<file path="src/sv/tbpwb_pkg.sv">
// ----------------------------------------------------------------------------
// tbpwb_pkg: types and constants for the Thumb-2 branch patch word builder
// Holds the request and result word layouts shared by the encoder and the top level,
// and the fixed branch encoding fields used by the encoder.
// ----------------------------------------------------------------------------
package tbpwb_pkg;

	localparam int ADDR_W = 32;
	localparam int WORD_W = 32;
	localparam int HALF_W = 16;
	localparam int SLOT_W = 3;

	// Fixed bits of the two branch halfwords, the comparator enable bits and the word step
	localparam logic [4:0] BR_PREFIX     = 5'b11110;
	localparam logic       BR_LO_TOP     = 1'b1;
	localparam logic       BR_LO_FIXED   = 1'b1;
	localparam logic [1:0] CMP_ENABLE    = 2'b01;
	localparam logic [ADDR_W-1:0] WORD_STEP = 32'd4;

	typedef struct packed {
		logic [ADDR_W-1:0] patch_address;
		logic [ADDR_W-1:0] target_address;
		logic              with_link;
		logic [SLOT_W-1:0] slot_index;
		logic [WORD_W-1:0] original_low_word;
		logic [WORD_W-1:0] original_high_word;
	} item_t;

	typedef struct packed {
		logic [SLOT_W-1:0] slot;
		logic [WORD_W-1:0] comparator_value;
		logic [WORD_W-1:0] remap_word;
		logic              offset_out_of_range;
		logic              slot_overflow;
		logic              last;
	} result_t;

endpackage

</file>
<file path="src/sv/thumb_branch_patch_word_builder.sv">
// ----------------------------------------------------------------------------
// thumb_branch_patch_word_builder: flash patch comparator/remap word builder
// The request is held in the request stage and the result word in a result
// register before reaching the ports. Throughput: 1 request per cycle for single-word
// patches; a two-word half-aligned patch holds busy while the second word reuses the
// held request stage. Results appear for exactly one cycle on result_valid; the
// receiver cannot stall. Reset clears the request and result valid flags and the phase.
// ----------------------------------------------------------------------------
module thumb_branch_patch_word_builder #(
	parameter int SLOT_COUNT = 8
) (
	input  logic               clk,
	input  logic               arst_n,
	input  logic               start,
	output logic               busy,
	input  tbpwb_pkg::item_t   item,
	output logic               result_valid,
	output tbpwb_pkg::result_t result
);

	tbpwb_pkg::item_t   item_s1;
	logic               valid_s1;
	logic               phase_q;
	tbpwb_pkg::result_t result_q;
	logic               result_valid_q;
	tbpwb_pkg::result_t enc_result;
	logic               enc_two;
	logic               accept;
	logic               hold;

	tbpwb_encoder #(
		.SLOT_COUNT(SLOT_COUNT)
	) u_encoder (
		.item      (item_s1),
		.phase     (phase_q),
		.result    (enc_result),
		.two_words (enc_two)
	);

	// hold the request to emit the second word
	assign hold   = valid_s1 && enc_two && !phase_q;
	assign busy   = hold;
	assign accept = start && !busy;

	always_ff @(posedge clk or negedge arst_n) begin
		if (!arst_n) begin
			valid_s1       <= 1'b0;
			phase_q        <= 1'b0;
			result_valid_q <= 1'b0;
		end else begin
			result_valid_q <= valid_s1;
			if (hold) begin
				phase_q <= 1'b1;
			end else begin
				phase_q  <= 1'b0;
				valid_s1 <= accept;
			end
		end
	end

	always_ff @(posedge clk) begin
		if (accept) begin
			item_s1 <= item;
		end
		if (valid_s1) begin
			result_q <= enc_result;
		end
	end

	assign result_valid = result_valid_q;
	assign result       = result_q;

	a_busy_needs_item: assert property (@(posedge clk) disable iff (!arst_n)
		busy |-> valid_s1)
		else $error("busy without a held request");

	a_phase_needs_item: assert property (@(posedge clk) disable iff (!arst_n)
		phase_q |-> valid_s1)
		else $error("second word phase without a held request");

	a_item_gives_word: assert property (@(posedge clk) disable iff (!arst_n)
		valid_s1 |=> result_valid_q)
		else $error("held request produced no result word");

	a_second_follows: assert property (@(posedge clk) disable iff (!arst_n)
		(result_valid_q && !result_q.last) |=> (result_valid_q && result_q.last))
		else $error("second result word did not follow");

	a_overflow_is_last: assert property (@(posedge clk) disable iff (!arst_n)
		(result_valid_q && result_q.slot_overflow) |-> result_q.last)
		else $error("slot overflow on a non-final word");

endmodule

</file>
<file path="src/sv/tbpwb_encoder.sv">
// ----------------------------------------------------------------------------
// tbpwb_encoder: branch encoding and result word formation
// Encodes a B.W (T4) / BL (T1) branch from patch to target and forms the result
// word for the selected phase of a patch request.
// ----------------------------------------------------------------------------
module tbpwb_encoder #(
	parameter int SLOT_COUNT = 8
) (
	input  tbpwb_pkg::item_t   item,
	input  logic               phase,
	output tbpwb_pkg::result_t result,
	output logic               two_words
);

	logic [tbpwb_pkg::ADDR_W-1:0] patch;
	logic [tbpwb_pkg::ADDR_W-1:0] target;
	logic [tbpwb_pkg::ADDR_W-1:0] imm;
	logic                         s_bit;
	logic                         j1;
	logic                         j2;
	logic                         oor;
	logic [tbpwb_pkg::HALF_W-1:0] first_half;
	logic [tbpwb_pkg::HALF_W-1:0] second_half;
	logic [tbpwb_pkg::SLOT_W:0]   slot_ext;
	logic [tbpwb_pkg::SLOT_W:0]   slot_next_ext;
	logic                         base_ovf;
	logic                         half_ovf;
	logic [tbpwb_pkg::ADDR_W-3:0] base_word;

	always_comb begin
		patch  = {item.patch_address[tbpwb_pkg::ADDR_W-1:1], 1'b0};
		target = {item.target_address[tbpwb_pkg::ADDR_W-1:1], 1'b0};
		imm    = target - (patch + tbpwb_pkg::WORD_STEP);
		// offset fits when bits 31..24 are a pure sign extension
		oor    = !((imm[31:24] == 8'h00) || (imm[31:24] == 8'hFF));
		s_bit  = imm[24];
		j1     = ~(imm[23] ^ s_bit);
		j2     = ~(imm[22] ^ s_bit);
		first_half  = {tbpwb_pkg::BR_PREFIX, s_bit, imm[21:12]};
		second_half = {tbpwb_pkg::BR_LO_TOP, item.with_link, j1,
			tbpwb_pkg::BR_LO_FIXED, j2, imm[11:1]};

		slot_ext      = {1'b0, item.slot_index};
		slot_next_ext = slot_ext + 4'd1;
		base_ovf      = slot_ext >= 4'(SLOT_COUNT);
		half_ovf      = base_ovf || (slot_next_ext >= 4'(SLOT_COUNT));
		two_words     = patch[1] && !half_ovf;
		base_word     = patch[tbpwb_pkg::ADDR_W-1:2];

		result.offset_out_of_range = oor;
		if (!patch[1]) begin
			result.slot             = item.slot_index;
			result.comparator_value = {patch[tbpwb_pkg::ADDR_W-1:1], 1'b1};
			result.remap_word       = {second_half, first_half};
			result.slot_overflow    = base_ovf;
			result.last             = 1'b1;
		end else if (!phase) begin
			result.slot             = item.slot_index;
			result.comparator_value = {base_word, tbpwb_pkg::CMP_ENABLE};
			result.remap_word       = {first_half, item.original_low_word[15:0]};
			result.slot_overflow    = half_ovf;
			result.last             = !two_words;
		end else begin
			result.slot             = slot_next_ext[tbpwb_pkg::SLOT_W-1:0];
			result.comparator_value = {base_word + 30'd1, tbpwb_pkg::CMP_ENABLE};
			result.remap_word       = {item.original_high_word[31:16], second_half};
			result.slot_overflow    = 1'b0;
			result.last             = 1'b1;
		end
	end

endmodule
</file>
<file path="config.mk">
export PLATFORM = sky130hd
export DESIGN_NAME = thumb_branch_patch_word_builder
export DESIGN_NICKNAME = d
export VERILOG_FILES = /design/src/sv/tbpwb_pkg.sv /design/src/sv/thumb_branch_patch_word_builder.sv /design/src/sv/tbpwb_encoder.sv
export SDC_FILE = /design/constraint.sdc
export NUM_CORES = 1
export LEC_CHECK = 0
export BUFFER_PORTS_ARGS = -buffer_cell sky130_fd_sc_hd__buf_4
export CORE_MARGIN = 1
export CORE_UTILIZATION = 35
export CTS_BUF_LIST = sky130_fd_sc_hd__clkbuf_8 sky130_fd_sc_hd__clkbuf_16
export DETAILED_ROUTE_END_ITERATION = 6
export PLACE_DENSITY = 0.67
export REMOVE_ABC_BUFFERS = 1
export SLEW_MARGIN = 40
export SYNTH_ARGS = -nofsm -noshare
export SYNTH_HDL_FRONTEND = slang
export SYNTH_HIERARCHICAL = 1
export SYNTH_SLANG_ARGS = --single-unit
</file>
<file path="constraint.sdc">
create_clock -name clk -period 10.86 [get_ports clk]
set_input_delay 2.715 -clock clk [delete_from_list [all_inputs] [get_ports clk]]
set_output_delay 2.715 -clock clk [all_outputs]
set_load 0.1 [all_outputs]
</file>
==> impl_metrics.ini <==
[timing]
finalClockSkew_ps = 8.207
slew_headroom_pct = 48.04
final.period_utilization_pct = 42.10
finalSetupTns_ps = 0
worstMarginPinSlew_ps = 779.5
drv_slew = 0
report.final.hold_viol_count = 0
setup_viol = 0
postLayoutSetupSlackWorst_ps = 6288
unrepaired_setup_endpoints_after_global_routing = no
clock.fmax_mhz = 218.7
post_route_minimum_period_ps = 4572

[synthesis]
mappedNetlistArea_mm2 = 0.008628
post_synth.cell_area_avg_um2 = 12.08
syn_inst = 714
synth_warnings = 6

[global_route]
grt_start_max_net_pins = 57
globalRouteTotalUtil_pct = 16.07
global_route_wire_length_before_repair_um = 30720
globalRouteOverflowTotal = 0
grt_antenna_before_repair = 3
grt_pass1_vias = 5774

[clock_network]
postCtsHoldBufs = 0
tritoncts_clock_tree = done
h-tree-depth = 4
worst_setup_hold_path_clk_slew_ps = 70
root_buffer = clkbuf_16
clk_latency_ps = 430
max-clock-path-buffers = 2
postCtsResizedCells = 0
cts_setup_buffers = 0
numCtsBuffers = 17
clock-sinks = 171

[critical_path]
critical_path_peak_fanout = 42
critPathArrivalTime_ps = 1860
worst_ep_required_time_ps = 8150
timing.critical_path.from_type = flop
worst_setup_path_end_kind = output pin
setup.worst_path.class = flop to output pin

[final_layout]
final_design_area_no_fill_mm2 = 0.01095
final_layout_size_suffix_gt1_share_pct = 25.91
utilization_pct = 45.15
layout-area-overhead-vs-synth_pct = 26.89
nets = 1091

[die]
fp.coreArea_mm2 = 0.02425
fp.dieArea_mm2 = 0.02528
die_width_um = 159.0
rows = 57
floorplan.die.height_um = 159.0
design.portCount = 207
starting_density_of_the_core_pct = 35.58

[detailed_routing]
detailroute.via_count = 5793
ant_nets = 0
drt_iter0_drc = 483
drt-total-wl_um = 19920
number_of_drc_violations_after_detailed_routing = 0
wirelength_per_cell_um = 16.16
detail_route.vias_per_cell = 4.698
drt_first_pass_iters = 5

[placed_design]
place_ws_ps = 6341
postPlaceCellArea_mm2 = 0.01033
gpl.final_weighted_congestion = 0.8324
portBuffers = 172
dpl.hpwl_um = 14710

[pwr]
net_switching_component_of_the_power_uw = 822.4
swShare_pct = 37.42
p_leak_nw = 4.595
power.sequential.fraction_pct = 38.1
vdd_ir_drop_max_mv = 0.1161
power.internal_mw = 1.375
combinationalPowerShare_pct = 32.7
power_per_cell_area_mw_per_mm2 = 200.7
clock_power_share_pct = 29.2

[run_status]
status = finished clean

[worst_hold_path]
hold_path.class = flop to flop

[flow_run]
maxCapViolations = 0
-- worst max-delay path, stage by stage (launching register included) --
cell      delay (ps)
edfxtp_1         320
buf_4            360
and2_1           240
nand3b_4         100
inv_1             90
buf_4            290
-- registers in the layout, indices dropped and copies added (netlist names) --
| signal | cells |
|---|---|
| result_valid | 1 |
| phase_q | 1 |
| item_s1 | 98 |
| result | 70 |
| valid_s1 | 1 |
-- cell usage in the layout (no fill, tap or decap), types with 7 or more instances in the layout --
| cell | n |
|---|---|
| a21o_1 | 15 |
| a21oi_1 | 33 |
| and3_1 | 7 |
| buf_4 | 177 |
| clkbuf_16 | 17 |
| edfxtp_1 | 168 |
| ha_1 | 61 |
| inv_1 | 95 |
| nand2_1 | 68 |
| nand2b_1 | 7 |
| nand3_1 | 16 |
| nand4_1 | 11 |
| nor2_1 | 34 |
| o21ai_0 | 30 |
| o21ai_1 | 8 |
| xnor2_1 | 38 |
| xor2_1 | 24 |
-- cell type report --
| type | instances | area, µm² |
|---|---|---|
| tap | 324 | 405.4 |
| timing repair buffer | 179 | 1369 |
| sequential | 171 | 5124 |
| antenna | 2 | 5.005 |
| inverter | 96 | 360.3 |
| fill | 2234 | 13300 |
| clock buffer | 17 | 425.4 |
| clock inverter | 15 | 187.7 |
| multi-input combinational | 429 | 3072 |
-- worst paths after layout --
| check | from | endpoint | slack (ps) | cells past startpoint |
|---|---|---|---|---|
| max reg2reg | item_s1[101]$_DFFE_PP_ | result[2]$_DFFE_PP_ | 7070 | 16 |
| min reg2reg | item_s1[44]$_DFFE_PP_ | result[15]$_DFFE_PP_ | 500 | 1 |
| max | item_s1[101]$_DFFE_PP_ | busy | 6290 | 5 |
| min | item_s1[44]$_DFFE_PP_ | result[15]$_DFFE_PP_ | 500 | 1 |
| min in group asynchronous | arst_n | valid_s1$_DFFE_PN0N_ | 2070 | 1 |
| max in group asynchronous | arst_n | valid_s1$_DFFE_PN0N_ | 8690 | 1 |
-- per-stage QoR --
stage / hold WS [ps] / std cells / power, mW
6_report: 502.5 / 1233 / 2.198
5_1_grt: 510.5 / 1231 / 2.293
4_1_cts: 496.8 / 1231 / 2.219
3_5_place_dp: 481.3 / 1199 / 1.573
3_3_place_gp: 478.5 / 1197 / 1.563
2_1_floorplan: 474.9 / 696 / 1.390
-- power groups by stage --
| stage | logic (mW) | clock network, mW | registers [mW] |
|---|---|---|---|
| 2_1_floorplan | 0.261 | 0 | 1.13 |
| 3_3_place_gp | 0.703 | 0 | 0.860 |
| 3_5_place_dp | 0.720 | 0 | 0.853 |
| 4_1_cts | 0.723 | 0.657 | 0.839 |
| 5_1_grt | 0.768 | 0.679 | 0.846 |
| 6_report | 0.719 | 0.641 | 0.838 |
-- layer usage --
layer  track usage (%)  vias up  routed length, µm
li1                  -     2877                  -
met1             21.42     2701               9194
met2             24.58      186               8879
met3             4.532       27               1359
met4             6.687        2                478
met5                 0        -                 12
Note: power is estimated with default switching activity, not from simulation.
